===== config.mk =====
export PLATFORM = sky130hd
export DESIGN_NAME = ppds_scale
export DESIGN_NICKNAME = d
export VERILOG_FILES = /design/src/sv/ppds_pkg.sv /design/src/sv/ppds_scale.sv
export SDC_FILE = /design/constraint.sdc
export NUM_CORES = 1
export LEC_CHECK = 0
export ABC_AREA = 1
export BUFFER_PORTS_ARGS = -buffer_cell sky130_fd_sc_hd__buf_2
export CORE_UTILIZATION = 65
export DETAILED_ROUTE_END_ITERATION = 6
export GPL_TIMING_DRIVEN = 0
export PLACE_DENSITY_LB_ADDON = 0.12
export REMOVE_ABC_BUFFERS = 1
export SETUP_SLACK_MARGIN = 0.5
export SLEW_MARGIN = 20
export SYNTH_ARGS = -nofsm -noshare
export SYNTH_HDL_FRONTEND = slang
export SYNTH_SLANG_ARGS = --single-unit

===== constraint.sdc =====
create_clock -name i_clk -period 6.56 [get_ports i_clk]
set_input_delay 1.312 -clock i_clk [delete_from_list [all_inputs] [get_ports i_clk]]
set_output_delay 1.312 -clock i_clk [all_outputs]
set_load 0.01 [all_outputs]

===== src/sv/ppds_pkg.sv =====
// Shared types, constants and operation codes of the palette pixel depth shader.
package ppds_pkg;

    localparam int NUM_COLORS = 256;
    localparam int IDX_W      = (NUM_COLORS > 1) ? $clog2(NUM_COLORS) : 1;

    localparam int LABEL_W = 16;
    localparam int DEPTH_W = 16;
    localparam int CH_W    = 8;
    localparam int RGB_W   = 3 * CH_W;

    // Depth factor datapath widths
    localparam int Q_W        = 16;
    localparam int KD_W       = 20;
    localparam int DEN_W      = 21;
    localparam int DIV_STEPS  = 2;
    localparam int DIV_STAGES = Q_W / DIV_STEPS;
    localparam int PROD_W     = CH_W + Q_W;

    localparam logic [Q_W-1:0]  F_FLAT_MAT  = 16'd32768;
    localparam logic [Q_W-1:0]  F_FLAT_BODY = 16'd39321;
    localparam logic [CH_W-1:0] CH_MAX      = 8'd255;

    localparam logic [1:0] OP_WRITE = 2'd0;
    localparam logic [1:0] OP_SHADE = 2'd1;
    localparam logic [1:0] OP_CLEAR = 2'd2;
    localparam logic [1:0] OP_QUERY = 2'd3;

    localparam logic [1:0] CFG_BODY_VIEW     = 2'd0;
    localparam logic [1:0] CFG_DEPTH_SHADING = 2'd1;
    localparam logic [1:0] CFG_MIN_DEPTH     = 2'd2;
    localparam logic [1:0] CFG_MAX_DEPTH     = 2'd3;

    typedef struct packed {
        logic            vld;
        logic [1:0]      op;
        logic            ok;
        logic            vis;
        logic            shade;
        logic            body;
        logic            empty;
        logic [CH_W-1:0] r;
        logic [CH_W-1:0] g;
        logic [CH_W-1:0] b;
    } t_ctl;

    typedef struct packed {
        logic [DEN_W-1:0] rem;
        logic [Q_W-1:0]   nlo;
        logic [DEN_W-1:0] den;
        logic [Q_W-1:0]   q;
    } t_div;

endpackage


===== src/sv/ppds_scale.sv =====
// Channel scaling by the depth factor, saturation and the output register.
module ppds_scale (
    input  logic                       i_clk,
    input  logic                       i_rst_n,
    input  logic                       i_en,
    input  ppds_pkg::t_ctl             i_ctl,
    input  logic [ppds_pkg::Q_W-1:0]   i_quot,
    output logic                       o_valid,
    output logic [ppds_pkg::CH_W-1:0]  o_red,
    output logic [ppds_pkg::CH_W-1:0]  o_green,
    output logic [ppds_pkg::CH_W-1:0]  o_blue,
    output logic                       o_in_range,
    output logic                       o_visible
);

    function automatic logic [ppds_pkg::CH_W-1:0] sat_ch(
        input logic [ppds_pkg::PROD_W-1:0] p
    );
        logic [ppds_pkg::PROD_W-16:0] v;
        v = p[ppds_pkg::PROD_W-1:15];
        if (v > (ppds_pkg::PROD_W - 15)'(ppds_pkg::CH_MAX)) begin
            return ppds_pkg::CH_MAX;
        end
        return v[ppds_pkg::CH_W-1:0];
    endfunction

    logic [ppds_pkg::Q_W-1:0]     fac;
    ppds_pkg::t_ctl               r_m_ctl;
    logic [ppds_pkg::PROD_W-1:0]  r_m_r, r_m_g, r_m_b;

    logic                         r_vld;
    logic [ppds_pkg::CH_W-1:0]    r_red, r_green, r_blue, n_red, n_green, n_blue;
    logic                         r_in_range, r_visible, n_in_range, n_visible;

    always_comb begin
        if (i_ctl.empty) begin
            fac = i_ctl.body ? ppds_pkg::F_FLAT_BODY : ppds_pkg::F_FLAT_MAT;
        end else begin
            fac = i_quot;
        end
    end

    always_ff @(posedge i_clk) begin
        if (!i_rst_n) begin
            r_m_ctl <= '0;
        end else if (i_en) begin
            r_m_ctl <= i_ctl;
        end
    end

    always_ff @(posedge i_clk) begin
        if (i_en) begin
            r_m_r <= ppds_pkg::PROD_W'(i_ctl.r) * ppds_pkg::PROD_W'(fac);
            r_m_g <= ppds_pkg::PROD_W'(i_ctl.g) * ppds_pkg::PROD_W'(fac);
            r_m_b <= ppds_pkg::PROD_W'(i_ctl.b) * ppds_pkg::PROD_W'(fac);
        end
    end

    always_comb begin
        n_red      = '0;
        n_green    = '0;
        n_blue     = '0;
        n_in_range = r_m_ctl.ok;
        n_visible  = 1'b0;
        unique case (r_m_ctl.op)
            ppds_pkg::OP_WRITE: begin
            end
            ppds_pkg::OP_SHADE: begin
                if (!r_m_ctl.ok) begin
                    // out-of-range label: white, no shading
                    n_red   = ppds_pkg::CH_MAX;
                    n_green = ppds_pkg::CH_MAX;
                    n_blue  = ppds_pkg::CH_MAX;
                end else if (r_m_ctl.shade) begin
                    n_red   = sat_ch(r_m_r);
                    n_green = sat_ch(r_m_g);
                    n_blue  = sat_ch(r_m_b);
                end else begin
                    n_red   = r_m_ctl.r;
                    n_green = r_m_ctl.g;
                    n_blue  = r_m_ctl.b;
                end
            end
            ppds_pkg::OP_CLEAR: begin
                n_in_range = 1'b0;
            end
            ppds_pkg::OP_QUERY: begin
                n_visible = r_m_ctl.vis;
            end
        endcase
    end

    always_ff @(posedge i_clk) begin
        if (!i_rst_n) begin
            r_vld <= 1'b0;
        end else if (i_en) begin
            r_vld <= r_m_ctl.vld;
        end
    end

    always_ff @(posedge i_clk) begin
        if (i_en) begin
            r_red      <= n_red;
            r_green    <= n_green;
            r_blue     <= n_blue;
            r_in_range <= n_in_range;
            r_visible  <= n_visible;
        end
    end

    assign o_valid    = r_vld;
    assign o_red      = r_red;
    assign o_green    = r_green;
    assign o_blue     = r_blue;
    assign o_in_range = r_in_range;
    assign o_visible  = r_visible;

endmodule


# Word level (Yosys, flattened, before mapping)
# Index checks and enable logic that the tools add are counted.
dict set report totals {
  ff_bits 129
  out_inout_bits 27
}
dict set report classes {
  mul 3
  magnitude_cmp 3
  n_eq_ne 3
  muxes 26
}
# op n
set op_table {}
lappend op_table {{$mux 8} 12}
lappend op_table {{$mul 8x16->24} 3}
lappend op_table {{$gt 9x8->1 const B} 3}
lappend op_table {{$mux 16} 1}
lappend op_table {{$mux 13} 1}
lappend op_table {{$mux 1} 12}
lappend op_table {{$eq 2x2->1 const B} 2}
lappend op_table {{$eq 2x1->1 const B} 1}

# Logic depth before layout (Yosys ltp)
dict set report depth {
  word_depth 8
  ltp_mapped 25
  mapped_depth_nobuf 24
}

# Least setup slack after synthesis
# Ideal clock, no wire load.
dict set report synth_path {
  path_kind {input to register}
  from {in i_ctl[24] (netlist name)}
  to {reg r_m_r[23] (netlist name) (data pin)}
  setup_time_ns 0.252
  arrival_ns 5.424
  slack_ns 0.884
  stages 22
  path_cell_list {nand2_1 -> inv_1 -> a21oi_1 -> clkbuf_1 -> nor2_1 -> fa_1 -> inv_1 -> fa_1 -> inv_1 -> fa_1 -> inv_1 -> fa_1 -> inv_1 -> ha_1 -> nand2_1 -> inv_1 -> a21boi_0 -> nor2_1 -> a211oi_1 -> nand2_1 -> nand2_1 -> nand2_1}
}
dict set report synth_between {
  elab_chain_cells 2
}
# item line_no
set synth_rtl {}
lappend synth_rtl {{start: declaration} ppds_scale.sv:6} ;# input ppds_pkg::t_ctl i_ctl,
lappend synth_rtl {{$mux 16} ppds_scale.sv:36} ;# if (i_ctl.empty) begin
lappend synth_rtl {{$mul 8x16->24} ppds_scale.sv:53} ;# r_m_r <= ppds_pkg::PROD_W'(i_ctl.r) * ppds_pkg::PROD_W'(fac);
lappend synth_rtl {{end signal: assignment} ppds_scale.sv:53}
lappend synth_rtl {{end: declaration} ppds_scale.sv:29} ;# logic [ppds_pkg::PROD_W-1:0] r_m_r, r_m_g, r_m_b;
# Every way passes these cells.
# A chain may end at the register's enable or synchronous reset.

# Final worst setup path
dict set report layout_path {
  from {in i_ctl[24] (netlist name)}
  to {reg r_m_g[16] (netlist name) (data pin)}
}
dict set report layout_between {
  elab_chain_cells 2
}
# item line_no
set layout_rtl {}
lappend layout_rtl {{$mux 16} ppds_scale.sv:36}
lappend layout_rtl {{$mul 8x16->24} ppds_scale.sv:54} ;# r_m_g <= ppds_pkg::PROD_W'(i_ctl.g) * ppds_pkg::PROD_W'(fac);
lappend layout_rtl {{end signal: assignment} ppds_scale.sv:54}
lappend layout_rtl {{end: declaration} ppds_scale.sv:29}
# Every way passes these cells.

==> out/metrics.cfg <==
[outcome]
status = finished clean

[clock_network]
cts-root-buf = clkbuf_16
cts_hold_buf = 0
clockBufferDepth = 2
tritoncts = done
cts_buffers = 9
clk_pin_slew_ns = 0.06
ctsHtreeMaxLevel = 3
insertion_delay_ns = 0.35
clock-sinks = 84

[sta]
rsz0062_at_grt = true
layout_setup_ws_ns = 0.601
worstMarginPinSlew_ns = 1.04
report.final.slew_viol_count = 0
min_period_ns = 5.96
period_share_pct = 90.8
setup_viol = 0
max_clock_freq_mhz = 168
hold_violations = 0
finalClockSkew_ns = 0.00996
slew_headroom_pct = 30.6

[pwr]
cellPowerDensity_nw_per_um2 = 269
vdd_drop_max_mv = 0.215
power_leakage_nw = 8.66

[route]
vias = 13000
avgRoutedWirePerCell_um = 18.4
viasPerCell = 5.82
dr.pass1.iters = 6
initialDrtViolationCount = 1245
routed_wl_mm = 41.0
antenna_left = 0
drc_errors = 0

[synthesis]
synthArstFlopShare_pct = 0
syn_area_um2 = 14800
ys_seq_elements = 84
ys_types = 42
ys_warn_count = 0
ys.flop_type = edfxtp_1
synth-edff-count = 53
syn_avg_cell_area_um2 = 7.82
netlist_instances = 1897
seq_area_frac_synth_pct = 14.9

[floorplanning]
dieHeight_um = 153
io_pins = 78
core_um2 = 22100
dieArea_um2 = 23400
initial_core_util_pct = 67.2
rows = 54
die_w_um = 153

[cells_and_area]
area_delta_synth_final_pct = 8.92
nets = 2367
fin_util_pct = 73.2
layout-drive-gt1-share_pct = 8.67

[global_routing]
overflow = 0
grt.total_usage_pct = 36.3
antenna_found_initial = 1
grt_pass1_vias = 13100
grt_pass1_wl_mm = 65.8
grt_start_max_net_pins = 66

[placement]
io_buffers = 77
hpwl_mm = 30.0
post-place-ws_ns = -0.625
routabilityCongestion = 0.982

[setup_path]
required_ns = 6.65
critical_path_peak_fanout = 5
startpoint_type = input pin
cp-end-kind = flip-flop
arrival_ns = 6.05
crit_type = input pin to flip-flop

[run]
drv_cap = 0

[worst_hold_path]
hold_class = flip-flop to flip-flop

path summary, 6_finish.rpt:
check	startpoint	endpoint	slack (ns)	depth (start not counted)
min	r_m_ctl[27]	r_m_ctl[27]	0.46	2
min reg2reg	r_m_ctl[27]	r_m_ctl[27]	0.46	2
max reg2reg	r_m_ctl[26]	o_green[3]	4.26	3
max	i_ctl[24]	r_m_g[16]	0.60	22
synthesized netlist by cell type, drive strengths merged (14+ instances only):
cell	count	share of area, %
clkbuf	59	1.5
nand2	253	6.5
nor3	18	0.64
inv	399	10
edfxtp	53	11
a21oi	133	4.5
xor2	17	1.0
ha	123	10
nor2	374	9.6
fa	249	34
nand4	14	0.59
nand3	37	1.2
o21ai	78	2.7
dfxtp	31	4.2
cell usage in the layout, fill, tap and decap left out, types with 3 or more instances in the layout:
master      count
inv_1         389
nor2_1        368
fa_1          249
nand2_1       239
a21oi_1       125
ha_1          123
buf_2          76
o21ai_0        72
edfxtp_1       53
nand3_1        37
dfxtp_1        31
buf_4          20
xor2_1         17
nor3_1         15
nand4_1        14
a21o_1         13
clkbuf_16      13
a21oi_4         8
nand2_4         8
o21bai_1        8
nand2_2         6
clkinvlp_4      6
o21ai_1         5
a31oi_1         4
nor2_4          4
a211oi_1        3
nor3_2          3
buf_16          3
buf_12          3
layout make-up:
cell class / instances / area [µm²]
diodes: 1 / 2.50
repair buffers: 103 / 684
well taps: 280 / 350
clock inverters: 1 / 5.00
multi-input cells: 1345 / 11000
clock buffers: 15 / 333
flip-flops and latches: 84 / 2210
inverters: 401 / 1540
fillers: 1761 / 5930
routing by layer:
metal	vias to the layer above	part of all wire (%)	routed length [µm]	track usage [%]
met5	-	0	0	0
met4	0	4.6	1900	17.8
met2	690	47	19100	58.8
li1	5885	-	-	-
met3	148	10	4180	8.48
met1	6264	39	15800	46.1
worst max-delay path: stages:
cell and delay [ns]:
buf_2 0.17, nand2_2 0.16, clkinvlp_4 0.14, buf_12 0.16, a21oi_4 0.26, clkinvlp_4 0.29
nand2_1 0.14, fa_1 0.47, fa_1 0.55, inv_1 0.06, fa_1 0.49, inv_1 0.06
fa_1 0.49, inv_1 0.04, ha_1 0.30, nand2_1 0.12, nor2_1 0.06, o21ai_0 0.18
nand2_1 0.11, o21ai_0 0.21, nand2_1 0.10, xor2_1 0.17
state kept, by name, summed over array words and instances (netlist names):
signal and count:
o_valid 1, o_red 8, o_in_range 1, r_m_b 9
o_visible 1, o_green 8, r_m_ctl 30, r_m_r 9
o_blue 8, r_m_g 9
metrics by stage:
stage | setup TNS (ns) | power, mW | instance area (µm²) | hold slack, ns | cells
finish | 0 | 4.35 | 16200 | 0.461 | 2230
detailed placement | -11.07 | 3.66 | 15400 | 0.454 | 2188
CTS | 0 | 4.25 | 16000 | 0.463 | 2214
floorplan | 0 | 2.90 | 14600 | 0.434 | 1828
global route | 0 | 4.78 | 16200 | 0.502 | 2229
global placement | -20.66 | 3.59 | 15300 | 0.457 | 2185
timing repair:
item	4_1_cts	5_1_grt
setup buffers	8	15
cloned	2	0
pin swaps	0	1
resized for setup	19	26
endpoints found under the setup margin	27	22
report_power, final:
group | internal, mW | leakage, nW | switching [mW]
Sequential | 0.726 | 0.788 | 0.0341
Clock | 0.349 | 0.166 | 0.207
Combinational | 1.07 | 7.71 | 1.97
cells by family after synthesis:
logic type / count (synthesis) / synth area share (%)
simple gates: 705 / 19.0
buf+inv: 470 / 12.0
fa+ha+maj: 372 / 44.0
compound gates: 247 / 8.99
flops: 84 / 14.9
xor+xnor: 19 / 1.12
Power figures use the tool's default switching activity.
