===== config.mk =====
export PLATFORM = sky130hd
export DESIGN_NAME = ppds_div_stage
export DESIGN_NICKNAME = d
export VERILOG_FILES = /design/src/sv/ppds_pkg.sv /design/src/sv/ppds_div_stage.sv
export SDC_FILE = /design/constraint.sdc
export NUM_CORES = 1
export LEC_CHECK = 0
export BUFFER_PORTS_ARGS = -buffer_cell sky130_fd_sc_hd__buf_2
export CELL_PAD_IN_SITES_DETAIL_PLACEMENT = 2
export CELL_PAD_IN_SITES_GLOBAL_PLACEMENT = 2
export CORE_MARGIN = 2
export CORE_UTILIZATION = 34
export DETAILED_ROUTE_END_ITERATION = 6
export GPL_ROUTABILITY_DRIVEN = 0
export GPL_TIMING_DRIVEN = 0
export PLACE_DENSITY_LB_ADDON = 0.1
export SYNTH_ARGS = -nofsm -noshare
export SYNTH_HDL_FRONTEND = slang
export SYNTH_SLANG_ARGS = --single-unit
export TNS_END_PERCENT = 5

===== constraint.sdc =====
create_clock -name i_clk -period 7.9 [get_ports i_clk]
set_input_delay 1.185 -clock i_clk [delete_from_list [all_inputs] [get_ports i_clk]]
set_output_delay 1.185 -clock i_clk [all_outputs]
set_load 0.02 [all_outputs]

===== src/sv/ppds_pkg.sv =====
// Shared types, constants and operation codes of the palette pixel depth shader.
package ppds_pkg;

    localparam int NUM_COLORS = 256;
    localparam int IDX_W      = (NUM_COLORS > 1) ? $clog2(NUM_COLORS) : 1;

    localparam int LABEL_W = 16;
    localparam int DEPTH_W = 16;
    localparam int CH_W    = 8;
    localparam int RGB_W   = 3 * CH_W;

    // Depth factor datapath widths
    localparam int Q_W        = 16;
    localparam int KD_W       = 20;
    localparam int DEN_W      = 21;
    localparam int DIV_STEPS  = 2;
    localparam int DIV_STAGES = Q_W / DIV_STEPS;
    localparam int PROD_W     = CH_W + Q_W;

    localparam logic [Q_W-1:0]  F_FLAT_MAT  = 16'd32768;
    localparam logic [Q_W-1:0]  F_FLAT_BODY = 16'd39321;
    localparam logic [CH_W-1:0] CH_MAX      = 8'd255;

    localparam logic [1:0] OP_WRITE = 2'd0;
    localparam logic [1:0] OP_SHADE = 2'd1;
    localparam logic [1:0] OP_CLEAR = 2'd2;
    localparam logic [1:0] OP_QUERY = 2'd3;

    localparam logic [1:0] CFG_BODY_VIEW     = 2'd0;
    localparam logic [1:0] CFG_DEPTH_SHADING = 2'd1;
    localparam logic [1:0] CFG_MIN_DEPTH     = 2'd2;
    localparam logic [1:0] CFG_MAX_DEPTH     = 2'd3;

    typedef struct packed {
        logic            vld;
        logic [1:0]      op;
        logic            ok;
        logic            vis;
        logic            shade;
        logic            body;
        logic            empty;
        logic [CH_W-1:0] r;
        logic [CH_W-1:0] g;
        logic [CH_W-1:0] b;
    } t_ctl;

    typedef struct packed {
        logic [DEN_W-1:0] rem;
        logic [Q_W-1:0]   nlo;
        logic [DEN_W-1:0] den;
        logic [Q_W-1:0]   q;
    } t_div;

endpackage


===== src/sv/ppds_div_stage.sv =====
// One pipeline stage of the restoring divider for the depth factor.
module ppds_div_stage (
    input  logic            i_clk,
    input  logic            i_rst_n,
    input  logic            i_en,
    input  ppds_pkg::t_ctl  i_ctl,
    input  ppds_pkg::t_div  i_div,
    output ppds_pkg::t_ctl  o_ctl,
    output ppds_pkg::t_div  o_div
);

    ppds_pkg::t_ctl r_ctl;
    ppds_pkg::t_div r_div, n_div;

    always_comb begin
        logic [ppds_pkg::DEN_W:0] sh;
        n_div = i_div;
        for (int i = 0; i < ppds_pkg::DIV_STEPS; i++) begin
            sh = {n_div.rem, n_div.nlo[ppds_pkg::Q_W-1]};
            if (sh >= {1'b0, n_div.den}) begin
                n_div.rem = ppds_pkg::DEN_W'(sh - {1'b0, n_div.den});
                n_div.q   = {n_div.q[ppds_pkg::Q_W-2:0], 1'b1};
            end else begin
                n_div.rem = sh[ppds_pkg::DEN_W-1:0];
                n_div.q   = {n_div.q[ppds_pkg::Q_W-2:0], 1'b0};
            end
            n_div.nlo = {n_div.nlo[ppds_pkg::Q_W-2:0], 1'b0};
        end
    end

    always_ff @(posedge i_clk) begin
        if (!i_rst_n) begin
            r_ctl <= '0;
        end else if (i_en) begin
            r_ctl <= i_ctl;
        end
    end

    always_ff @(posedge i_clk) begin
        if (i_en) begin
            r_div <= n_div;
        end
    end

    assign o_ctl = r_ctl;
    assign o_div = r_div;

endmodule


# Word level (Yosys, flattened, before mapping)
# Index checks and enable logic that the tools add are counted.
# totals
romBits,0
wordCells,22
latch_bits,0
out_inout_bits,106
memories,0
inputBits,109
reg_bits,104
ram_bits,0
# classes
n_mux,4
n_bitwise,0
reduce_logical,0
shift,0
mul,0
magnitude_cmp,2
div,0
eq_ne,0
add_sub_neg,2
# op_table
op,count
greater-or-equal comparator 22 x 21 -> 1 bit,2
2-to-1 mux 21 bit,2
subtractor 21 bit,2
2-to-1 mux 1 bit,2

# Longest topological paths before layout
# Gate-level depths: netlist of the first run.
# logic_depth
depth_word,4
ltp_mapped,23
depth_no_buf,20

# Worst setup path after synthesis of the first run
# OpenSTA, ideal clock, no wires.
# synth_timing
path_kind,input to register
start,input i_div[52] (netlist name)
end,register r_div (netlist bit o_div[55]) (data pin)
path_buffers,2
required_time_ns,7.640
t_arrival_ns,5.482
slack_ns,2.157
path_stages,21
setup_ns,0.260
cell_sequence,inv_1 > ha_1 > inv_1 > fa_1 > a211oi_1 > o211ai_1 > a211oi_2 > nor2_4 > o21ai_4 > buf_4 > mux2_2 > ha_1 > nand3_1 > a211o_1 > a311o_1 > o2111a_1 > nor3_4 > o221ai_2 > nand4_4 > buf_12 > mux2_4
# synth_rtl
element,line,rtl
from (decl),ppds_div_stage.sv:7,"input ppds_pkg::t_div i_div,"
to (signal assigned),ppds_div_stage.sv:41,r_div <= n_div;
to (decl),ppds_div_stage.sv:13,"ppds_pkg::t_div r_div, n_div;"

==> reports/qor.yml, run 1 <==
outcome: "complete, no violations"
placed_cells: 1006
worst_pin_slew_ps: 973
dp_hpwl_um: 15900
ys_async_sr_fraction_pct: 0
p_sw_mw: 0.690
ys_ff_latch: 104
fin_skew_ps: 0
fp.dieH_um: 139
syn_inst: 566
power.total_mw: 1.93
pwr-share-seq_pct: 36.0
hold_end: "o_ctl[29]"
synth-seq-area-share_pct: 45.1
cts.clk_slew.worst_paths_ps: 80
ant_nets: 0
n_antenna_cell: 0
cts-htree-levels: 3
yosysWarnings: 0
gr-usage-met3_pct: 3.14
syn_area_um2: 6210
area_delta_synth_final_pct: 26.3
hold_depth: 2
cts.path.max_buffers: 2
dieArea_um2: 19400
crit_arrival_ps: 6440
timing.rr.end: "o_ctl[11]"
grt_antenna_before_repair: 0
max_slew_margin_pct: 35.1
wirelength_um: 19500
end_kind: "flop"
track_usage_pct: 20.2
start_util_pct: 34.6
critPathKind: "in -> reg"
finalNonFillerCells: 1022
cts-root-buf: "clkbuf_16"
rsz0062_at_grt: "no"
vdd_drop_max_v: 0.000105
clock_power_share_pct: 23.0
grt.met2_usage_pct: 37.0
post-route-period-util_pct: 80.1
finalSetupViolCount: 0
fp.dieW_um: 139
min_path_type: "reg -> reg"
drv_cap: 0
pre_cts_slack_ps: 1150
routed_via_density: 5.03
busiest_layer: "met2"
cts_buffers: 9
final_layout_size_suffix_gt1_share_pct: 34.8
synth_edf_count: 72
drt_iter0_drc: 179
core_region_area_um2: 18000
cts_setup_buffers: 0
p_per_area_nw_per_um2: 246
drc: 0
fmax_mhz: 158
reg2reg_depth: 2
fin_ws_ps: 1570
critPathRequiredTime_ps: 8010
nets: 941
row_count: 49
crit_fanout: 10
final_max_slew_viol_count: 0
synthDistinctLibCells: 63
startpoint_type: "input pin"
final_cell_mix: "buf_2, edfxtp_1, ha_1"
post-route-min-period_ps: 6330
firstDrtPassIters: 4
port_buffers: 210
timing.rr.start: "o_ctl[11]"
hold_buffers: 0
sw_frac_of_total_pct: 35.7
pwr-share-comb_pct: 41.1
finalHoldViolCount: 0
final_common_cell: "buf_2"
grt_overflow: 0
insertion_delay_ps: 350
r2r_setup_slack_ps: 7200
synth_top_flop_cell: "edfxtp_1"
use_met1_pct: 24.8
wl_per_cell_um: 19.1
setup_tns_ps: 0
via_count: 5144
cts_sinks: 104
p_leak_nw: 3.58
syn_avg_cell_area_um2: 11.0
num_io_pins: 215
cts_tree: "done"
grt_pass1_vias: 5600
p_int_mw: 1.24
ctsResizeCount: 0
hold_start: "o_ctl[29]"
grt_pass1_wl_um: 31000
utilization_pct: 43.7
grt_max_degree: 74
power groups by stage:
stage	sequential (mW)	clock [mW]	combinational, mW
2_1_floorplan	0.803	0	0.470
3_3_place_gp	0.704	0	0.775
3_5_place_dp	0.710	0	0.800
4_1_cts	0.698	0.462	0.807
5_1_grt	0.703	0.482	0.867
6_report	0.695	0.444	0.795
metal layers:
metal / vias to the layer above / wire [µm]
met5: - / 0
met4: 0 / 251
met3: 16 / 721
met2: 127 / 10200
met1: 2501 / 8330
li1: 2500 / -
final cells by class:
class,instances,area (µm²)
fillers,1992,10100
inverters,38,143
plain buffers,21,143
clock buffers,9,225
repair buffers,210,1050
clock inverters,7,63.8
flip-flops and latches,104,2800
multi-input cells,404,3130
well taps,229,287
kinds of logic (layout without fill, tap and decap cells):
| family | Yosys count | count (layout) | synth area share (%) |
|---|---|---|---|
| AO/OA/AOI/OAI | 120 | 120 | 12.7 |
| flip-flops | 104 | 104 | 45.1 |
| buffers and inverters | 59 | 285 | 4.59 |
| AND/OR/NAND/NOR | 147 | 147 | 12.7 |
| other | 1 | 2 | 0.0603 |
| XOR/XNOR | 32 | 32 | 4.51 |
| multiplexers | 59 | 59 | 11.2 |
| adder cells (fa/ha/maj) | 44 | 44 | 9.10 |
worst max-delay path, cell delays in order:
cell and delay, ps:
buf_2 100, inv_1 50, ha_1 170, inv_1 70
fa_1 430, a211oi_1 320, o211ai_1 190, a211oi_2 390
nor2_4 120, o21ai_4 310, buf_4 280, mux2_2 370
ha_1 420, nand3_1 120, a211o_1 310, a311o_1 350
o2111a_1 190, nor3_4 250, o221ai_2 160, nand4_4 170
buf_12 170, mux2_4 310
synthesized netlist by cell type (4+ instances only):
library cell | n | share of area [%]
a21o_1 | 9 | 1.1
a21oi_1 | 30 | 2.4
a31oi_1 | 5 | 0.50
and3_1 | 4 | 0.40
buf_2 | 4 | 0.32
buf_4 | 5 | 0.60
clkbuf_1 | 6 | 0.36
dfxtp_1 | 32 | 10
edfxtp_1 | 72 | 35
ha_1 | 42 | 8.5
inv_1 | 37 | 2.2
mux2_2 | 6 | 1.1
mux2_4 | 20 | 4.8
mux2i_1 | 33 | 5.3
nand2_1 | 36 | 2.2
nand3_1 | 11 | 0.89
nand4_1 | 10 | 1.0
nor2_1 | 21 | 1.3
nor2b_1 | 36 | 3.6
nor3_1 | 10 | 0.81
o211ai_1 | 5 | 0.60
o21a_1 | 4 | 0.48
o21ai_0 | 17 | 1.4
o21ai_1 | 17 | 1.4
o31ai_1 | 5 | 0.60
xnor2_1 | 21 | 3.0
xor2_1 | 11 | 1.6
sequential cells by signal (all words and copies together), names as in the netlist:
register / count
o_ctl: 32
o_div: 72
metrics by stage:
stage | hold WS, ps | area, µm²
after floorplan | 589 | 6220
after global placement | 493 | 7560
after detailed placement | 503 | 7560
after CTS | 525 | 7850
after global routing | 543 | 7850
final | 520 | 7850
worst max-delay path by stage:
stage	to	slack, ps	depth (start not counted)	from
CTS	o_div[69]	1510	22	i_div[52]
global placement	o_div[70]	1200	22	i_div[52]
global route	o_div[67]	1140	22	i_div[52]
floorplan	o_div[55]	2160	21	i_div[52]
detailed placement	o_div[66]	1150	22	i_div[52]
finish	o_div[69]	1570	22	i_div[52]
Note: power is estimated with default switching activity, not from simulation.
==> run 2: changes to the inputs <==
--- a/config.mk
+++ b/config.mk
@@ -9,7 +9,7 @@
 export CELL_PAD_IN_SITES_DETAIL_PLACEMENT = 2
 export CELL_PAD_IN_SITES_GLOBAL_PLACEMENT = 2
 export CORE_MARGIN = 2
-export CORE_UTILIZATION = 34
+export CORE_UTILIZATION = 31
 export DETAILED_ROUTE_END_ITERATION = 6
 export GPL_ROUTABILITY_DRIVEN = 0
 export GPL_TIMING_DRIVEN = 0
==> constraint.sdc (replaced) <==
create_clock -name i_clk -period 5.9 [get_ports i_clk]
set_input_delay 0.885 -clock i_clk [delete_from_list [all_inputs] [get_ports i_clk]]
set_output_delay 0.885 -clock i_clk [all_outputs]
set_load 0.02 [all_outputs]
==> run 2 against run 1 <==
Sequential share of layout area decreased by 0.88 points. Setup slack got worse by 1300 ps. Worst hold slack improved by 3.4 ps. Power increased by 40%. Combinational power increased by 38%. First-iteration DRC count decreased by 25%.
==> reports/qor.yml, run 2 (synthesis results as in run 1) <==
outcome: "complete, no violations"
min_path_type: "reg -> reg"
cts-root-buf: "clkbuf_16"
via_count: 5146  # +0.039%
drt_iter0_drc: 135  # -25%
reg2reg_depth: 2  # unchanged
p_per_area_nw_per_um2: 336  # +37%
crit_fanout: 10  # unchanged
dp_hpwl_um: 16400  # +3.1%
fmax_mhz: 177
critPathSlowestCell: "ha_2"
end_kind: "flop"
cts_sinks: 104  # unchanged
pwr-share-seq_pct: 34.4  # -1.6 points
routed_via_density: 4.84  # -3.9%
wirelength_um: 20500  # +4.9%
finalHoldViolCount: 0  # unchanged
critPathKind: "in -> reg"
area_delta_synth_final_pct: 29.5
track_usage_pct: 19.1  # -1.1 points
hold_depth: 2  # unchanged
cts-htree-levels: 3  # unchanged
post-route-period-util_pct: 96.0
row_count: 51  # +4.1%
power.total_mw: 2.71  # +40%
firstDrtPassIters: 4  # unchanged
dieArea_um2: 21200  # +9.4%
n_antenna_cell: 0  # unchanged
rsz0062_at_grt: "no"
p_int_mw: 1.74  # +40%
max_slew_margin_pct: 34.2  # -0.96 points
core_region_area_um2: 19600  # +9.1%
grt_max_degree: 74  # unchanged
final_cell_mix: "buf_2, edfxtp_1, ha_1"
drc: 0  # unchanged
cts.clk_slew.worst_paths_ps: 90  # about the same
insertion_delay_ps: 360  # about the same
placed_area_um2: 7600  # +0.60%
largest_reg_flops: 72  # unchanged
critPathRequiredTime_ps: 6020  # -1990 ps
worst_pin_slew_ps: 987  # +14.3 ps
nets: 947  # +0.64%
drv_cap: 0  # unchanged
startpoint_type: "input pin"
grt_overflow: 0  # unchanged
sw_frac_of_total_pct: 35.8  # +0.12 points
final_common_cell: "buf_2"
setup_tns_ps: 0  # unchanged
wl_per_cell_um: 19.2  # +0.73%
grt_antenna_before_repair: 0  # unchanged
final_max_slew_viol_count: 0  # unchanged
post-route-min-period_ps: 5660
cts_tree: "done"
p_leak_nw: 3.64  # +1.8%
clock_power_share_pct: 24.9  # +1.9 points
hold_buffers: 0  # unchanged
fin_skew_ps: 0  # unchanged
port_buffers: 210  # unchanged
crit_arrival_ps: 5780  # -660 ps
crit_family: "compound AO/OA/AOI/OAI gates"
grt_pass1_vias: 5711  # +2.0%
final_layout_size_suffix_gt1_share_pct: 36.4  # +1.6 points
max_stage_delay_ps: 400  # -30 ps
num_io_pins: 215  # unchanged
start_util_pct: 31.7  # -2.9 points
ant_nets: 0  # unchanged
fp.dieH_um: 146  # +4.6%
cp_num_cells: 23  # +4.5%
cts_buffers: 9  # unchanged
vdd_drop_max_v: 0.000144  # +37%
grt_pass1_wl_um: 32000  # +3.2%
finalSetupViolCount: 0  # unchanged
cts.path.max_buffers: 2  # unchanged
p_sw_mw: 0.969  # +40%
fp.dieW_um: 146  # +4.6%
stdcell_area_um2: 8050  # +2.5%
path_buf_inv: 6  # +1
pwr-share-comb_pct: 40.6  # -0.5 points
crit_chain: "buf_2 > inv_1 > ha_1 > inv_1 > fa_2 > a211oi_2 > o211ai_1 > a211oi_2 > buf_4 > nor2_4 > o21ai_4 > buf_8 > mux2_2 > ha_2 > nand3_1 > a211o_1 > a311o_1 > o2111a_2 > nor3_4 > o221ai_2 > nand4_4 > buf_12 > mux2_4"
[run 2: cell types whose count changed in the layout (fill, tap and decap cells not counted), moves of 2 or more]
cell      before  now
clkinv_8       1    3
ha_2           0    2
a211oi_2       3    5
inv_6          4    1
buf_2        213  211
buf_4          6   12
inv_8          0    2
ha_1          42   39
a211oi_1       3    1
[run 2: worst paths after layout]
kind	endpoint	slack [ps]	from
worst max-delay path	o_div[67]	240	i_div[52]
worst min-delay path	o_ctl[28]	520	o_ctl[28]
worst max register to register	o_ctl[9]	5220	o_ctl[9]
worst min register to register	o_ctl[28]	520	o_ctl[28]
[run 2: final cells by class]
class                   instances  area [µm²]
fillers                      2162       11500
multi-input cells             404        3180
flip-flops and latches        104        2800
repair buffers                217        1110
well taps                     265         332
clock buffers                   9         225
plain buffers                  20         151
inverters                      38         143
clock inverters                 7         110
[run 2: timing repair]
action | 4_1_cts | 5_1_grt
gates cloned | 0 | 0
buffers inserted | 5 | 2
pin swaps | 2 | 4
setup endpoints to repair | 22 | 22
resized for setup | 4 | 11
[run 2: per-stage QoR]
stage	hold WS [ps]	util, %	std cells	worst slack [ps]
3_5_place_dp	509	38.8	1042	-657
2_1_floorplan	589	-	567	457
3_3_place_gp	494	38.8	1042	-541
4_1_cts	534	40.8	1063	30.1
6_report	524	41.1	1064	238
5_1_grt	559	41.1	1064	15.5
[run 2: metal layers]
metal  share of wire (%)  vias to the layer above  track usage (%)
met5                   0                        -                0
met4                0.98                        0             4.12
met3                 3.5                       13             3.35
met2                  53                      122             35.8
met1                  42                     2503             22.7
li1                    -                     2508                -
[run 2: worst register-to-register path: cells and delay by family, from the launching register on]
family / cells / cell delay (ps)
mux: 1 / 180
simple gates: 1 / 70
flops: 1 / 330
[run 2: power by group through the flow]
stage	logic, mW	registers [mW]	clock network, mW
2_1_floorplan	0.630	1.07	0
3_3_place_gp	1.04	0.942	0
3_5_place_dp	1.08	0.951	0
4_1_cts	1.10	0.935	0.694
5_1_grt	1.20	0.943	0.719
6_report	1.10	0.932	0.675
